--- config.mk ---
export PLATFORM = sky130hd
export DESIGN_NAME = turn_in_place_heading_controller
export DESIGN_NICKNAME = d
export VERILOG_FILES = /design/src/hdl/tiphc_pkg.sv /design/src/hdl/turn_in_place_heading_controller.sv /design/src/hdl/tiphc_queue.sv /design/src/hdl/tiphc_front.sv /design/src/hdl/tiphc_back.sv
export SDC_FILE = /design/constraint.sdc
export NUM_CORES = 2
export LEC_CHECK = 0
export ABC_AREA = 1
export BUFFER_PORTS_ARGS = -buffer_cell sky130_fd_sc_hd__buf_4
export CORE_ASPECT_RATIO = 1.25
export CORE_MARGIN = 2
export CORE_UTILIZATION = 60
export DETAILED_ROUTE_END_ITERATION = 6
export GPL_TIMING_DRIVEN = 0
export PLACE_DENSITY = 0.85
export SLEW_MARGIN = 20
export SYNTH_ARGS = -nofsm -noshare
export SYNTH_HDL_FRONTEND = slang
export SYNTH_SLANG_ARGS = --single-unit
--- constraint.sdc ---
create_clock -name clk -period 10.3 [get_ports clk]
set_input_delay 2.06 -clock clk [delete_from_list [all_inputs] [get_ports clk]]
set_output_delay 2.06 -clock clk [all_outputs]
set_load 0.05 [all_outputs]
--- src/hdl/tiphc_pkg.sv ---
// Shared types and constants for the turn-in-place heading controller.
`timescale 1ns / 1ps

package tiphc_pkg;

  localparam int HEAD_W = 32;  // heading, delta and remaining ports
  localparam int TIME_W = 32;
  localparam int TOL_W  = 16;
  localparam int SPD_W  = 16;  // max_speed / min_speed registers
  localparam int BAND_W = 23;
  localparam int REQ_W  = 18;
  localparam int DRV_W  = 17;
  localparam int STAT_W = 3;
  localparam int CMD_W  = 2;
  localparam int CFG_IDX_W  = 3;
  localparam int CFG_DATA_W = 32;

  // taper product |remaining| * |speed span| and its divider
  localparam int PROD_W = BAND_W + SPD_W;

  localparam logic [TOL_W-1:0]  TOL_RST     = 16'd256;
  localparam logic [TIME_W-1:0] TIMEOUT_RST = 32'd5000;
  localparam logic [SPD_W-1:0]  MAX_SPD_RST = 16'd32768;
  localparam logic [SPD_W-1:0]  MIN_SPD_RST = 16'd0;
  localparam logic [BAND_W-1:0] BAND_RST    = 23'd0;

  typedef enum logic [CMD_W-1:0] {
    CMD_BEGIN  = 2'd0,
    CMD_UPDATE = 2'd1,
    CMD_CANCEL = 2'd2,
    CMD_RESET  = 2'd3
  } cmd_t;

  typedef enum logic [STAT_W-1:0] {
    PH_IDLE      = 3'd0,
    PH_RUNNING   = 3'd1,
    PH_SUCCEEDED = 3'd2,
    PH_TIMEDOUT  = 3'd3,
    PH_CANCELLED = 3'd4
  } phase_t;

  typedef enum logic [CFG_IDX_W-1:0] {
    CFG_TOLERANCE = 3'd0,
    CFG_TIMEOUT   = 3'd1,
    CFG_MAX_SPEED = 3'd2,
    CFG_MIN_SPEED = 3'd3,
    CFG_BAND      = 3'd4,
    CFG_TURN_SIGN = 3'd5
  } cfg_idx_t;

  typedef struct packed {
    logic [TOL_W-1:0]  tolerance;
    logic [TIME_W-1:0] timeout_ms;
    logic [SPD_W-1:0]  max_speed;
    logic [SPD_W-1:0]  min_speed;
    logic [BAND_W-1:0] slow_down_band;
    logic              turn_sign_negative;
  } cfg_t;

endpackage

--- src/hdl/turn_in_place_heading_controller.sv ---
// Top level of the turn-in-place heading controller.
`timescale 1ns / 1ps

// Turn-in-place heading controller. Each input transaction carries a command
// (begin, update, cancel, reset) and produces exactly one result transaction
// with the status, the latest remaining angle and, where issued, opposite
// wheel commands. Begin, cancel and reset, and an update with no turn running,
// go straight to commit; other updates pass evaluation and, unless timed out,
// classification; one inside the slow-down band also the 39-step restoring
// taper divider (one quotient bit per cycle). Items are carried out
// one at a time by the back end; a two-entry queue in front of it keeps
// taking transactions while the back end works, and the result register
// lets the next item start while an earlier result waits to be taken.
// Configuration writes are always accepted (cfg_ready is tied high) and must
// only be made while no transaction is in flight; indexes beyond the
// register list are ignored.

module turn_in_place_heading_controller import tiphc_pkg::*; #(
  parameter int ANGLE_WIDTH     = 32,
  parameter int SPEED_FRAC_BITS = 15,
  parameter int QUEUE_DEPTH     = 2
) (
  input  logic                     clk,
  input  logic                     rst_n,
  // configuration write channel
  input  logic                     cfg_valid,
  output logic                     cfg_ready,
  input  logic [CFG_IDX_W-1:0]     cfg_index,
  input  logic [CFG_DATA_W-1:0]    cfg_data,
  // command channel
  input  logic                     in_valid,
  output logic                     in_stall,
  input  logic [CMD_W-1:0]         in_cmd,
  input  logic signed [HEAD_W-1:0] in_heading,
  input  logic signed [HEAD_W-1:0] in_delta,
  input  logic signed [REQ_W-1:0]  in_requested_speed,
  input  logic [TIME_W-1:0]        in_now_ms,
  // result channel
  output logic                     out_valid,
  input  logic                     out_stall,
  output logic                     out_finished,
  output logic [STAT_W-1:0]        out_status,
  output logic signed [HEAD_W-1:0] out_remaining,
  output logic                     out_drive_valid,
  output logic signed [DRV_W-1:0]  out_left_drive,
  output logic signed [DRV_W-1:0]  out_right_drive
);

  // queue entry: cmd, heading, now, begin target and remaining, success flag, speed
  localparam int ENTRY_W = CMD_W + HEAD_W + TIME_W + 2 * ANGLE_WIDTH + 1 +
                           SPEED_FRAC_BITS + 1;

  cfg_t               cfg_r, cfg_nxt;
  logic               q_push, q_full, q_pop, q_valid;
  logic [ENTRY_W-1:0] q_wdata, q_rdata;

  // -------------------------------------------------------------------------
  // Configuration registers
  // -------------------------------------------------------------------------
  assign cfg_ready = 1'b1;

  always_comb begin
    cfg_nxt = cfg_r;
    if (cfg_valid && cfg_ready) begin
      case (cfg_index)
        CFG_TOLERANCE: cfg_nxt.tolerance          = cfg_data[TOL_W-1:0];
        CFG_TIMEOUT:   cfg_nxt.timeout_ms         = cfg_data[TIME_W-1:0];
        CFG_MAX_SPEED: cfg_nxt.max_speed          = cfg_data[SPD_W-1:0];
        CFG_MIN_SPEED: cfg_nxt.min_speed          = cfg_data[SPD_W-1:0];
        CFG_BAND:      cfg_nxt.slow_down_band     = cfg_data[BAND_W-1:0];
        CFG_TURN_SIGN: cfg_nxt.turn_sign_negative = cfg_data[0];
        default:       cfg_nxt = cfg_r;
      endcase
    end
  end

  always_ff @(posedge clk) begin
    if (!rst_n) begin
      cfg_r.tolerance          <= TOL_RST;
      cfg_r.timeout_ms         <= TIMEOUT_RST;
      cfg_r.max_speed          <= MAX_SPD_RST;
      cfg_r.min_speed          <= MIN_SPD_RST;
      cfg_r.slow_down_band     <= BAND_RST;
      cfg_r.turn_sign_negative <= 1'b0;
    end else begin
      cfg_r <= cfg_nxt;
    end
  end

  // -------------------------------------------------------------------------
  // Front end: accept and classify, precompute begin values
  // -------------------------------------------------------------------------
  tiphc_front #(
    .ANGLE_WIDTH     (ANGLE_WIDTH),
    .SPEED_FRAC_BITS (SPEED_FRAC_BITS),
    .ENTRY_W         (ENTRY_W)
  ) u_front (
    .cfg                (cfg_r),
    .in_valid           (in_valid),
    .in_stall           (in_stall),
    .in_cmd             (in_cmd),
    .in_heading         (in_heading),
    .in_delta           (in_delta),
    .in_requested_speed (in_requested_speed),
    .in_now_ms          (in_now_ms),
    .q_full             (q_full),
    .q_push             (q_push),
    .q_data             (q_wdata)
  );

  // -------------------------------------------------------------------------
  // Decoupling queue
  // -------------------------------------------------------------------------
  tiphc_queue #(
    .WIDTH (ENTRY_W),
    .DEPTH (QUEUE_DEPTH)
  ) u_queue (
    .clk        (clk),
    .rst_n      (rst_n),
    .push       (q_push),
    .push_data  (q_wdata),
    .full       (q_full),
    .pop        (q_pop),
    .head_valid (q_valid),
    .head_data  (q_rdata)
  );

  // -------------------------------------------------------------------------
  // Back end: turn state, timeout / tolerance checks, taper, result register
  // -------------------------------------------------------------------------
  tiphc_back #(
    .ANGLE_WIDTH     (ANGLE_WIDTH),
    .SPEED_FRAC_BITS (SPEED_FRAC_BITS),
    .ENTRY_W         (ENTRY_W)
  ) u_back (
    .clk             (clk),
    .rst_n           (rst_n),
    .cfg             (cfg_r),
    .q_valid         (q_valid),
    .q_data          (q_rdata),
    .q_pop           (q_pop),
    .out_valid       (out_valid),
    .out_stall       (out_stall),
    .out_finished    (out_finished),
    .out_status      (out_status),
    .out_remaining   (out_remaining),
    .out_drive_valid (out_drive_valid),
    .out_left_drive  (out_left_drive),
    .out_right_drive (out_right_drive)
  );

endmodule

--- src/hdl/tiphc_queue.sv ---
// Short FIFO between the classifying front end and the execution back end.
`timescale 1ns / 1ps

module tiphc_queue #(
  parameter int WIDTH = 8,
  parameter int DEPTH = 2
) (
  input  logic             clk,
  input  logic             rst_n,
  input  logic             push,
  input  logic [WIDTH-1:0] push_data,
  output logic             full,
  input  logic             pop,
  output logic             head_valid,
  output logic [WIDTH-1:0] head_data
);

  localparam int PTR_W = (DEPTH > 1) ? $clog2(DEPTH) : 1;
  localparam int CNT_W = $clog2(DEPTH + 1);

  logic [WIDTH-1:0] mem_r [DEPTH];
  logic [PTR_W-1:0] wr_ptr_r, wr_ptr_nxt;
  logic [PTR_W-1:0] rd_ptr_r, rd_ptr_nxt;
  logic [CNT_W-1:0] count_r, count_nxt;
  logic             do_push, do_pop;

  assign full       = (count_r == CNT_W'(DEPTH));
  assign head_valid = (count_r != '0);
  assign head_data  = mem_r[rd_ptr_r];
  assign do_push    = push && !full;
  assign do_pop     = pop && head_valid;

  always_comb begin
    wr_ptr_nxt = wr_ptr_r;
    rd_ptr_nxt = rd_ptr_r;
    count_nxt  = count_r;
    if (do_push) begin
      wr_ptr_nxt = (wr_ptr_r == PTR_W'(DEPTH - 1)) ? '0 : wr_ptr_r + PTR_W'(1);
    end
    if (do_pop) begin
      rd_ptr_nxt = (rd_ptr_r == PTR_W'(DEPTH - 1)) ? '0 : rd_ptr_r + PTR_W'(1);
    end
    if (do_push && !do_pop) begin
      count_nxt = count_r + CNT_W'(1);
    end else if (do_pop && !do_push) begin
      count_nxt = count_r - CNT_W'(1);
    end
  end

  always_ff @(posedge clk) begin
    if (!rst_n) begin
      wr_ptr_r <= '0;
      rd_ptr_r <= '0;
      count_r  <= '0;
    end else begin
      wr_ptr_r <= wr_ptr_nxt;
      rd_ptr_r <= rd_ptr_nxt;
      count_r  <= count_nxt;
    end
  end

  always_ff @(posedge clk) begin
    if (do_push) begin
      mem_r[wr_ptr_r] <= push_data;
    end
  end

endmodule

--- src/hdl/tiphc_front.sv ---
// Front end: takes input transactions and precomputes the begin-command values.
`timescale 1ns / 1ps

module tiphc_front import tiphc_pkg::*; #(
  parameter int ANGLE_WIDTH     = 32,
  parameter int SPEED_FRAC_BITS = 15,
  parameter int ENTRY_W         = 8
) (
  input  cfg_t                     cfg,
  input  logic                     in_valid,
  output logic                     in_stall,
  input  logic [CMD_W-1:0]         in_cmd,
  input  logic signed [HEAD_W-1:0] in_heading,
  input  logic signed [HEAD_W-1:0] in_delta,
  input  logic signed [REQ_W-1:0]  in_requested_speed,
  input  logic [TIME_W-1:0]        in_now_ms,
  input  logic                     q_full,
  output logic                     q_push,
  output logic [ENTRY_W-1:0]       q_data
);

  localparam int AW  = ANGLE_WIDTH;
  localparam int SPW = SPEED_FRAC_BITS + 1;
  localparam int SW  = ((AW > HEAD_W) ? AW : HEAD_W) + 1;
  localparam int RW  = ((REQ_W > SPEED_FRAC_BITS + 2) ? REQ_W : SPEED_FRAC_BITS + 2) + 1;
  localparam logic [SW-1:0] A_HI = {{(SW - AW + 1){1'b0}}, {(AW - 1){1'b1}}};
  localparam logic [SW-1:0] A_LO = {{(SW - AW + 1){1'b1}}, {(AW - 1){1'b0}}};
  localparam logic [RW-1:0] FULL = RW'(1) << SPEED_FRAC_BITS;

  logic signed [SW-1:0]     head_x, delta_x, sum_x;
  logic [AW-1:0]            tgt, rem;
  logic [HEAD_W:0]          dext, dmag;
  logic                     succ;
  logic [RW-1:0]            req_x, req_c;
  logic [SPW-1:0]           spd;

  assign in_stall = q_full;
  assign q_push   = in_valid && !q_full;

  always_comb begin
    head_x  = {{(SW - HEAD_W){in_heading[HEAD_W-1]}}, in_heading};
    delta_x = {{(SW - HEAD_W){in_delta[HEAD_W-1]}}, in_delta};
    sum_x   = head_x + delta_x;

    // saturate heading + delta and delta itself to the angle width
    if (sum_x > $signed(A_HI)) begin
      tgt = A_HI[AW-1:0];
    end else if (sum_x < $signed(A_LO)) begin
      tgt = A_LO[AW-1:0];
    end else begin
      tgt = sum_x[AW-1:0];
    end
    if (delta_x > $signed(A_HI)) begin
      rem = A_HI[AW-1:0];
    end else if (delta_x < $signed(A_LO)) begin
      rem = A_LO[AW-1:0];
    end else begin
      rem = delta_x[AW-1:0];
    end

    dext = {in_delta[HEAD_W-1], in_delta};
    dmag = dext[HEAD_W] ? (~dext + (HEAD_W + 1)'(1)) : dext;
    succ = (dmag <= (HEAD_W + 1)'(cfg.tolerance));

    req_x = {{(RW - REQ_W){in_requested_speed[REQ_W-1]}}, in_requested_speed};
    if (req_x[RW-1]) begin
      req_c = '0;
    end else if (req_x > FULL) begin
      req_c = FULL;
    end else begin
      req_c = req_x;
    end
    spd = req_c[SPW-1:0];
  end

  // entry: cmd, heading, now, begin target, begin remaining, begin success, speed
  assign q_data = {in_cmd, in_heading, in_now_ms, tgt, rem, succ, spd};

endmodule

--- src/hdl/tiphc_back.sv ---
// Back end: heading state, timeout and tolerance checks, taper divider, result register.
`timescale 1ns / 1ps

module tiphc_back import tiphc_pkg::*; #(
  parameter int ANGLE_WIDTH     = 32,
  parameter int SPEED_FRAC_BITS = 15,
  parameter int ENTRY_W         = 8
) (
  input  logic                     clk,
  input  logic                     rst_n,
  input  cfg_t                     cfg,
  input  logic                     q_valid,
  input  logic [ENTRY_W-1:0]       q_data,
  output logic                     q_pop,
  output logic                     out_valid,
  input  logic                     out_stall,
  output logic                     out_finished,
  output logic [STAT_W-1:0]        out_status,
  output logic signed [HEAD_W-1:0] out_remaining,
  output logic                     out_drive_valid,
  output logic signed [DRV_W-1:0]  out_left_drive,
  output logic signed [DRV_W-1:0]  out_right_drive
);

  localparam int AW    = ANGLE_WIDTH;
  localparam int SPW   = SPEED_FRAC_BITS + 1;
  localparam int SW    = ((AW > HEAD_W) ? AW : HEAD_W) + 1;
  localparam int CMPW  = (AW > BAND_W) ? AW : BAND_W;
  localparam int CW    = ((SPW > SPD_W) ? SPW : SPD_W) + 1;
  localparam int TW    = SPD_W + 2;
  localparam int CNT_W = $clog2(PROD_W);
  localparam logic [SW-1:0] A_HI = {{(SW - AW + 1){1'b0}}, {(AW - 1){1'b1}}};
  localparam logic [SW-1:0] A_LO = {{(SW - AW + 1){1'b1}}, {(AW - 1){1'b0}}};

  // entry field positions, LSB first
  localparam int SPD_LSB  = 0;
  localparam int SUCC_BIT = SPW;
  localparam int REM_LSB  = SUCC_BIT + 1;
  localparam int TGT_LSB  = REM_LSB + AW;
  localparam int NOW_LSB  = TGT_LSB + AW;
  localparam int HEAD_LSB = NOW_LSB + TIME_W;
  localparam int CMD_LSB  = HEAD_LSB + HEAD_W;

  typedef enum logic [2:0] {
    S_IDLE, S_EVAL, S_CLS, S_MUL, S_DIV, S_FIN, S_COMMIT
  } st_t;

  st_t                st_r, st_nxt;
  phase_t             phase_r, phase_nxt;
  logic [AW-1:0]      tgt_r, tgt_nxt;
  logic [AW-1:0]      rem_r, rem_nxt;
  logic [SPW-1:0]     spd_r, spd_nxt;
  logic [TIME_W-1:0]  start_r, start_nxt;

  logic [ENTRY_W-1:0] ent_r, ent_nxt;
  logic               run_r, run_nxt;
  logic               to_r, to_nxt;
  logic               ok_r, ok_nxt;
  logic               drv_r, drv_nxt;
  logic [AW-1:0]      remw_r, remw_nxt;
  logic [BAND_W-1:0]  amag_r, amag_nxt;
  logic [SPD_W-1:0]   dmag_r, dmag_nxt;
  logic [SPD_W-1:0]   s_r, s_nxt;
  logic               neg_r, neg_nxt;
  logic [PROD_W-1:0]  dvd_r, dvd_nxt;
  logic [BAND_W-1:0]  dr_r, dr_nxt;
  logic [CNT_W-1:0]   cnt_r, cnt_nxt;
  logic [SPD_W-1:0]   sp_r, sp_nxt;

  logic                     ov_r, ov_nxt;
  logic                     ofin_r, ofin_nxt;
  logic [STAT_W-1:0]        ostat_r, ostat_nxt;
  logic signed [HEAD_W-1:0] orem_r, orem_nxt;
  logic                     odv_r, odv_nxt;
  logic signed [DRV_W-1:0]  oleft_r, oleft_nxt;
  logic signed [DRV_W-1:0]  oright_r, oright_nxt;

  cmd_t                 e_cmd;
  logic [HEAD_W-1:0]    e_head;
  logic [TIME_W-1:0]    e_now;
  logic [AW-1:0]        e_tgt, e_rem;
  logic                 e_succ;
  logic [SPW-1:0]       e_spd;

  logic [TIME_W-1:0]    elapsed;
  logic signed [SW-1:0] diff;
  logic [AW-1:0]        amag;
  logic [CMPW-1:0]      a_x;
  logic [CW-1:0]        st_x, mx_x;
  logic [SPD_W-1:0]     s_c;
  logic [SPD_W:0]       span;
  logic [BAND_W:0]      trial;
  logic                 ge;
  logic signed [TW-1:0] t0, t1, t2, mn_x, s_x, q_x;
  logic [DRV_W-1:0]     w_mag, wheel;
  logic [SW-1:0]        rem_sx;

  assign e_cmd  = cmd_t'(ent_r[CMD_LSB +: CMD_W]);
  assign e_head = ent_r[HEAD_LSB +: HEAD_W];
  assign e_now  = ent_r[NOW_LSB +: TIME_W];
  assign e_tgt  = ent_r[TGT_LSB +: AW];
  assign e_rem  = ent_r[REM_LSB +: AW];
  assign e_succ = ent_r[SUCC_BIT];
  assign e_spd  = ent_r[SPD_LSB +: SPW];

  assign out_valid       = ov_r;
  assign out_finished    = ofin_r;
  assign out_status      = ostat_r;
  assign out_remaining   = orem_r;
  assign out_drive_valid = odv_r;
  assign out_left_drive  = oleft_r;
  assign out_right_drive = oright_r;

  always_comb begin
    st_nxt     = st_r;
    phase_nxt  = phase_r;
    tgt_nxt    = tgt_r;
    rem_nxt    = rem_r;
    spd_nxt    = spd_r;
    start_nxt  = start_r;
    ent_nxt    = ent_r;
    run_nxt    = run_r;
    to_nxt     = to_r;
    ok_nxt     = ok_r;
    drv_nxt    = drv_r;
    remw_nxt   = remw_r;
    amag_nxt   = amag_r;
    dmag_nxt   = dmag_r;
    s_nxt      = s_r;
    neg_nxt    = neg_r;
    dvd_nxt    = dvd_r;
    dr_nxt     = dr_r;
    cnt_nxt    = cnt_r;
    sp_nxt     = sp_r;
    ov_nxt     = ov_r && out_stall;
    ofin_nxt   = ofin_r;
    ostat_nxt  = ostat_r;
    orem_nxt   = orem_r;
    odv_nxt    = odv_r;
    oleft_nxt  = oleft_r;
    oright_nxt = oright_r;
    q_pop      = 1'b0;

    elapsed = e_now - start_r;
    diff    = {{(SW - AW){tgt_r[AW-1]}}, tgt_r} - {{(SW - HEAD_W){e_head[HEAD_W-1]}}, e_head};
    amag    = remw_r[AW-1] ? (~remw_r + AW'(1)) : remw_r;
    a_x     = CMPW'(amag);
    st_x    = CW'(spd_r);
    mx_x    = CW'(cfg.max_speed);
    s_c     = (st_x < mx_x) ? st_x[SPD_W-1:0] : cfg.max_speed;
    span    = {1'b0, s_c} - {1'b0, cfg.min_speed};
    trial   = {dr_r, dvd_r[PROD_W-1]};
    ge      = (trial >= {1'b0, cfg.slow_down_band});
    mn_x    = TW'(cfg.min_speed);
    s_x     = TW'(s_r);
    q_x     = TW'(dvd_r[SPD_W-1:0]);
    t0      = neg_r ? (mn_x - q_x) : (mn_x + q_x);
    t1      = t0[TW-1] ? '0 : t0;
    t2      = (t1 < mn_x) ? ((mn_x > s_x) ? s_x : mn_x) : ((t1 > s_x) ? s_x : t1);
    w_mag   = {1'b0, sp_r};
    wheel   = (remw_r[AW-1] ^ cfg.turn_sign_negative) ? (~w_mag + DRV_W'(1)) : w_mag;
    rem_sx  = '0;

    case (st_r)
      S_IDLE: begin
        if (q_valid) begin
          q_pop   = 1'b1;
          ent_nxt = q_data;
          run_nxt = (cmd_t'(q_data[CMD_LSB +: CMD_W]) == CMD_UPDATE) &&
                    (phase_r == PH_RUNNING);
          to_nxt  = 1'b0;
          ok_nxt  = 1'b0;
          drv_nxt = 1'b0;
          st_nxt  = run_nxt ? S_EVAL : S_COMMIT;
        end
      end
      S_EVAL: begin
        to_nxt = (elapsed >= cfg.timeout_ms);
        if (diff > $signed(A_HI)) begin
          remw_nxt = A_HI[AW-1:0];
        end else if (diff < $signed(A_LO)) begin
          remw_nxt = A_LO[AW-1:0];
        end else begin
          remw_nxt = diff[AW-1:0];
        end
        st_nxt = to_nxt ? S_COMMIT : S_CLS;
      end
      S_CLS: begin
        s_nxt    = s_c;
        amag_nxt = a_x[BAND_W-1:0];
        neg_nxt  = span[SPD_W];
        dmag_nxt = span[SPD_W] ? (~span[SPD_W-1:0] + SPD_W'(1)) : span[SPD_W-1:0];
        if (a_x <= CMPW'(cfg.tolerance)) begin
          ok_nxt = 1'b1;
          st_nxt = S_COMMIT;
        end else begin
          drv_nxt = 1'b1;
          if ((cfg.slow_down_band == '0) || (a_x >= CMPW'(cfg.slow_down_band))) begin
            sp_nxt = s_c;
            st_nxt = S_COMMIT;
          end else begin
            st_nxt = S_MUL;
          end
        end
      end
      S_MUL: begin
        dvd_nxt = PROD_W'(amag_r) * PROD_W'(dmag_r);
        dr_nxt  = '0;
        cnt_nxt = '0;
        st_nxt  = S_DIV;
      end
      S_DIV: begin
        // restoring division, one quotient bit a cycle
        dr_nxt  = ge ? BAND_W'(trial - {1'b0, cfg.slow_down_band}) : trial[BAND_W-1:0];
        dvd_nxt = {dvd_r[PROD_W-2:0], ge};
        cnt_nxt = cnt_r + CNT_W'(1);
        if (cnt_r == CNT_W'(PROD_W - 1)) begin
          st_nxt = S_FIN;
        end
      end
      S_FIN: begin
        sp_nxt = t2[SPD_W-1:0];
        st_nxt = S_COMMIT;
      end
      S_COMMIT: begin
        if (!ov_r || !out_stall) begin
          odv_nxt    = 1'b1;
          oleft_nxt  = '0;
          oright_nxt = '0;
          case (e_cmd)
            CMD_BEGIN: begin
              phase_nxt = e_succ ? PH_SUCCEEDED : PH_RUNNING;
              tgt_nxt   = e_tgt;
              rem_nxt   = e_rem;
              spd_nxt   = e_spd;
              start_nxt = e_now;
            end
            CMD_UPDATE: begin
              if (!run_r) begin
                odv_nxt = 1'b0;
              end else if (to_r) begin
                phase_nxt = PH_TIMEDOUT;
              end else begin
                rem_nxt = remw_r;
                if (ok_r) begin
                  phase_nxt = PH_SUCCEEDED;
                end else if (drv_r) begin
                  oleft_nxt  = wheel;
                  oright_nxt = ~wheel + DRV_W'(1);
                end
              end
            end
            CMD_CANCEL: begin
              phase_nxt = PH_CANCELLED;
            end
            CMD_RESET: begin
              phase_nxt = PH_IDLE;
              tgt_nxt   = '0;
              rem_nxt   = '0;
              spd_nxt   = '0;
              start_nxt = '0;
            end
            default: begin
              phase_nxt = phase_r;
            end
          endcase
          rem_sx    = {{(SW - AW){rem_nxt[AW-1]}}, rem_nxt};
          ov_nxt    = 1'b1;
          ofin_nxt  = (phase_nxt != PH_RUNNING);
          ostat_nxt = phase_nxt;
          orem_nxt  = rem_sx[HEAD_W-1:0];
          st_nxt    = S_IDLE;
        end
      end
      default: begin
        st_nxt = S_IDLE;
      end
    endcase
  end

  always_ff @(posedge clk) begin
    if (!rst_n) begin
      st_r    <= S_IDLE;
      phase_r <= PH_IDLE;
      tgt_r   <= '0;
      rem_r   <= '0;
      spd_r   <= '0;
      start_r <= '0;
      ov_r    <= 1'b0;
      cnt_r   <= '0;
    end else begin
      st_r    <= st_nxt;
      phase_r <= phase_nxt;
      tgt_r   <= tgt_nxt;
      rem_r   <= rem_nxt;
      spd_r   <= spd_nxt;
      start_r <= start_nxt;
      ov_r    <= ov_nxt;
      cnt_r   <= cnt_nxt;
    end
    ent_r    <= ent_nxt;
    run_r    <= run_nxt;
    to_r     <= to_nxt;
    ok_r     <= ok_nxt;
    drv_r    <= drv_nxt;
    remw_r   <= remw_nxt;
    amag_r   <= amag_nxt;
    dmag_r   <= dmag_nxt;
    s_r      <= s_nxt;
    neg_r    <= neg_nxt;
    dvd_r    <= dvd_nxt;
    dr_r     <= dr_nxt;
    sp_r     <= sp_nxt;
    ofin_r   <= ofin_nxt;
    ostat_r  <= ostat_nxt;
    orem_r   <= orem_nxt;
    odv_r    <= odv_nxt;
    oleft_r  <= oleft_nxt;
    oright_r <= oright_nxt;
  end

endmodule
## After elaboration in Yosys (flattened, before gate mapping)

Memory sizes are Yosys's and may differ from the RTL's. A register that Yosys moved wholly into a read port is not among the register bits.
Index checks and enable logic that the tools add are counted.

- Register bits after elaboration: 621
- Bits in writable memories: 294
- Bits of input ports: 156
- Output and inout port bits: 74
- Logic and storage cells: 209
- Memories: 1

Memories:

| memory | words | bits a word | rd ports | clocked after memory_dff | wr ports | RTL line | RTL |
|---|---|---|---|---|---|---|---|
| u_queue.mem_r | 2 | 147 | 1 | 1 | 1 | tiphc_queue.sv:21 | `logic [WIDTH-1:0] mem_r [DEPTH];` |

- Add/subtract/negate cells: 17
- Multipliers: 1
- Order comparisons: 16
- Equality and inequality tests: 25
- Multiplexer cells: 64
- Bitwise logic cells: 9
- Reduce and logical (&&, ||, !) cells: 40

Operators with widths:

| cell | count |
|---|---|
| 32-bit two-way mux | 8 |
| 16-bit two-way mux | 9 |
| 32-bit one-hot mux with 2 select lines | 2 |
| 32-bit one-hot mux with 3 select lines | 1 |
| 39-bit one-hot mux with 2 select lines | 1 |
| 33-bit by 32-bit greater-than comparator with 1-bit output, second input constant | 2 |
| 33-bit by 32-bit less-than comparator with 1-bit output, second input constant | 2 |
| 16-bit one-hot mux with 2 select lines | 2 |
| 23-bit one-hot mux with 2 select lines | 1 |
| 23-bit by 16-bit multiplier with 39-bit output | 1 |
| 3-bit two-way mux | 12 |
| 17-bit by 1-bit adder with 17-bit output, second input constant | 2 |
| 17-bit two-way mux | 2 |
| 16-bit by 16-bit subtractor with 17-bit output | 2 |
| 32-bit by 32-bit adder with 33-bit output | 1 |
| 33-bit by 1-bit adder with 33-bit output, second input constant | 1 |
| 33-bit by 16-bit less-or-equal comparator with 1-bit output | 1 |
| 33-bit two-way mux | 1 |
| 33-bit NOT | 1 |
| 32-bit by 32-bit subtractor with 33-bit output | 1 |
| 32-bit by 1-bit adder with 32-bit output, second input constant | 1 |
| 32-bit by 23-bit greater-or-equal comparator with 1-bit output | 1 |
| 32-bit greater-or-equal comparator | 1 |
| 32-bit greater-than comparator, second input constant | 1 |
| other kinds (49) | 115 |

## Depth between registers and ports, before layout

- Depth after elaboration: 8
- Gate-level depth with buffers: 31
- Depth with buffers taken out: 30

## By module

Synthesis repeated with hierarchy kept, for this count alone.

- Cells, all modules: 7,344
- Area total of the unflattened synthesis: 63,602.2 sq um

By module, submodules not included:

| module | times used | cells an instance | area an instance (sq um) | seq. area each (sq um) |
|---|---|---|---|---|
| tiphc_back | 1 | 5,398 | 44,054.8 | 14,123.5 |
| tiphc_queue | 1 | 494 | 10,899.2 | 8,928.6 |
| tiphc_front | 1 | 842 | 4,440.5 | 0.0 |
| turn_in_place_heading_controller | 1 | 610 | 4,207.8 | 2,082.0 |

## Least setup slack after synthesis

OpenSTA, ideal clock, no wires.

- Kind: input to register
- From: input in_valid
- To: memory u_queue.mem_r[1][0] in the netlist's numbering (enable)
- Data arrival time: 8.326 ns
- Data required time: 9.643 ns
- Path slack: 1.317 ns
- Cell stages on the path: 2
- Cells stage by stage: o21ai_0 > nor2_1

- Word-level cells in the longest chain between the ends: 4

Ends and longest elaborated chain:

| item | RTL line | RTL |
|---|---|---|
| from (decl) | turn_in_place_heading_controller.sv:31 | `input logic in_valid,` |
| 1-bit logical AND | tiphc_front.sv:38 | `assign q_push = in_valid && !q_full;` |
| 1-bit logical AND | tiphc_queue.sv:30 | `assign do_push = push && !full;` |
| 1-bit two-way mux | tiphc_queue.sv:63 | `if (do_push) begin` |
| 1-bit two-way mux (not written as such) | tiphc_queue.sv:64 | `mem_r[wr_ptr_r] <= push_data;` |
| to (decl) | tiphc_queue.sv:21 |  |

No other way between the ends.

## Final worst setup path

- From: register u_back.amag_r[5]
- To: register u_back.dvd_r[28] (data pin)

- Word-level cells in the longest chain between the ends: 2

Ends and longest elaborated chain:

| item | RTL line | RTL |
|---|---|---|
| from (decl) | tiphc_back.sv:61 | `logic [BAND_W-1:0] amag_r, amag_nxt;` |
| from (signal assigned) | tiphc_back.sv:307 | `amag_r <= amag_nxt;` |
| 23-bit by 16-bit multiplier with 39-bit output | tiphc_back.sv:207 | `dvd_nxt = PROD_W'(amag_r) * PROD_W'(dmag_r);` |
| 39-bit one-hot mux with 2 select lines | tiphc_back.sv:164 | `case (st_r)` |
| via u_back.dvd_nxt[28] | tiphc_back.sv:65 | `logic [PROD_W-1:0] dvd_r, dvd_nxt;` |
| to (signal assigned) | tiphc_back.sv:311 | `dvd_r <= dvd_nxt;` |
| to (decl) | tiphc_back.sv:65 |  |

The timed path passes the listed nets, and every way through them passes these cells.
A chain may end at the register's enable or synchronous reset.

==> reports/qor.yml <==
detailed_routing:
  wl_um: 184100
  drc: 2
  wl_per_cell_um: 21.30
  vias: 50340
  drt.antenna.violating_nets: 0
  via_per_inst: 5.825
  first_pass_iters: 7
  drt-initial-drc-count: 4459
final_layout:
  multi_input_area_um2: 30910
  drive_gt1_frac: 0.09139
  regArea_um2: 25130
  final_nets: 8130
  design_area_um2: 68530
  fill_cells: 7974
  syn2layout_area_growth_pct: 11.10
worst_setup_path:
  slowest_stage: "clkbuf_1"
  required_ns: 10.73
  critPathMaxFanout: 10
  critPathBufInv: 7
  crit_path_start_kind: "flip-flop"
  crit_top_cell: "fa_1"
  cp-end-kind: "flip-flop"
  path_class: "reg2reg"
  critical_path_arrival_ns: 8.07
  max_stage_delay_ns: 0.64
  critical-path-top-delay-family: "adder cells"
logic_synthesis:
  yosys.area.top_type: "edfxtp_1"
  avgSynthCellArea_um2: 8.945
  synth_top_area_frac: 0.3315
  ys_warn_count: 0
  synthCells: 6896
  synth.area.top_cells: "edfxtp_1 (33%), fa_1 (9.7%), ha_1 (8.9%)"
  yosysMostFrequentCell: "nand2_1"
  syn_nets: 7789
  synth_edf_count: 681
  ys.flop_type: "edfxtp_1"
  ys_seq_area_frac: 0.4075
  synthArstFlopShare: 0
  synth_common_cells: "nand2_1 (1,312), inv_1 (1,193), edfxtp_1 (681)"
  netlist_area_um2: 61690
  synthDistinctLibCells: 70
  ys_ff_latch: 915
timing:
  worst_slew_pin_slew_ns: 1.278
  fin_crit_sh: 0.7415
  hold_viol: 0
  relSlewSlack: 0.1477
  setup_violations: 0
  period_minus_slack_ns: 7.637
  slew_violations: 0
  skew_ns: 0.02795
  fmax_mhz: 130.9
  rsz0062_at_grt: "false"
cts:
  ctsRootBufferMaster: "clkbuf_16"
  cts_hold_buffers: 0
  clk_latency_ns: 0.70
  clk_path_buf_depth: 3
  cts_tree: "done"
  cts_setup_buffers: 0
  htree_levels: 3
  cts_resized: 0
  numCtsBuffers: 87
  cts_num_sinks: 915
  clkTransAtPathRegs_ns: 0.07
outcome:
  violations: "design-rule violations"
  status: "finished, violations left"
die:
  die_width_um: 290.8
  core-area_um2: 102000
  ioPinCount: 230
  core.rowCount: 131
  dieArea_um2: 105400
  fp.dieH_um: 362.5
  start_util: 0.6051
global_route:
  grt_pass1_vias: 51220
  grt_pass1_wl_um: 281400
  grt.total_usage: 0.3478
  antenna_found_initial: 5
  grt-ovfl-total: 0
  grt_max_degree: 93
placed_design:
  dpl.hpwl_um: 146000
  gp_congestion: 0.9918
  io_buffers: 227
  post_dp_cell_area_um2: 65590
hold_path:
  hp-class: "reg2reg"
run:
  maxCapViolCount: 0
## state kept, by name, summed over array words and instances, names as in the netlist, 17 cells and up, named ones only
name	count
u_queue.mem_r	294
u_back.ent_r	147
cfg_r	104
u_back.dvd_r	39
u_back.out_remaining	32
u_back.rem_r	32
u_back.remw_r	32
u_back.start_r	32
u_back.tgt_r	32
u_back.amag_r	23
u_back.dr_r	23
u_back.out_right_drive	17
## worst paths after layout
path,startpoint,end,slack [ns],cells after the start
max,u_back.amag_r[5],u_back.dvd_r[28],2.66,25
min,u_queue.rd_ptr_r,u_queue.rd_ptr_r,0.47,1
max reg2reg,u_back.amag_r[5],u_back.dvd_r[28],2.66,25
min reg2reg,u_queue.rd_ptr_r,u_queue.rd_ptr_r,0.47,1
## placed cells by master, fill, tap and decap left out, types with 10 or more instances in the layout
cell,netlist,layout
a211oi_1,57,57
a21o_1,22,22
a21oi_1,560,560
a31oi_1,19,19
buf_12,0,10
buf_2,25,25
buf_4,4,237
clkbuf_1,242,260
clkbuf_16,0,97
clkinv_2,0,12
dfxtp_1,234,234
edfxtp_1,681,681
fa_1,299,299
ha_1,438,438
inv_1,1193,1192
inv_2,16,16
mux2_2,146,146
nand2_1,1312,1311
nand3_1,227,227
nand3b_1,39,39
nand4_1,66,66
nor2_1,360,357
nor3_1,53,52
nor4_1,21,21
o211ai_1,21,21
o21a_1,23,23
o21ai_0,407,406
o21ai_1,36,37
o21bai_1,13,13
o22ai_1,33,33
or2_2,20,20
xnor2_1,70,70
xor2_1,130,130
## per-stage QoR
| stage | util | hold WS, ns | TNS (ns) | instances | worst slack, ns |
|---|---|---|---|---|---|
| after floorplan | - | 0.4257 | 0 | 6896 | 1.317 |
| after detailed placement | 0.6433 | 0.4517 | 0 | 8478 | 2.774 |
| after global placement | 0.6381 | 0.4393 | -654.31 | 8453 | -2.241 |
| after CTS | 0.6721 | 0.4648 | 0 | 8639 | 2.771 |
| after global routing | 0.6721 | 0.4814 | 0 | 8639 | 2.306 |
| final | 0.6722 | 0.4658 | 0 | 8642 | 2.663 |
## cells by family after synthesis
logic type | count (synthesis) | synth area share
DFF | 915 | 0.4075
other | 1 | 0.00006079
AOI/OAI and AO/OA | 1259 | 0.1127
adders and majority gates | 737 | 0.1859
and+or+nand+nor | 2140 | 0.1457
muxes | 146 | 0.02665
buffers and inverters | 1495 | 0.09225
xor gates and xnor gates | 203 | 0.02937
## per-layer routing
| metal | track usage | up-vias | wire length, µm |
|---|---|---|---|
| li1 | - | 23370 | - |
| met1 | 0.3773 | 23980 | 63870 |
| met2 | 0.6023 | 2265 | 89640 |
| met3 | 0.04829 | 726 | 12280 |
| met4 | 0.2977 | 2 | 18230 |
| met5 | 0 | - | 36 |
## layout make-up
type	count	share of cell area
Clock inverter	38	0.004856
Clock buffer	123	0.03801
Antenna cell	3	0.0001095
Buffer	282	0.01656
Inverter	1213	0.06658
Sequential cell	915	0.3667
Multi-Input combinational cell	4486	0.4510
Tap cell	1330	0.02428
Timing Repair Buffer	252	0.03182
Power is left out: the tool's default activity adds up to more than one toggle a clock period on the data nets, which glitch-free logic cannot reach.
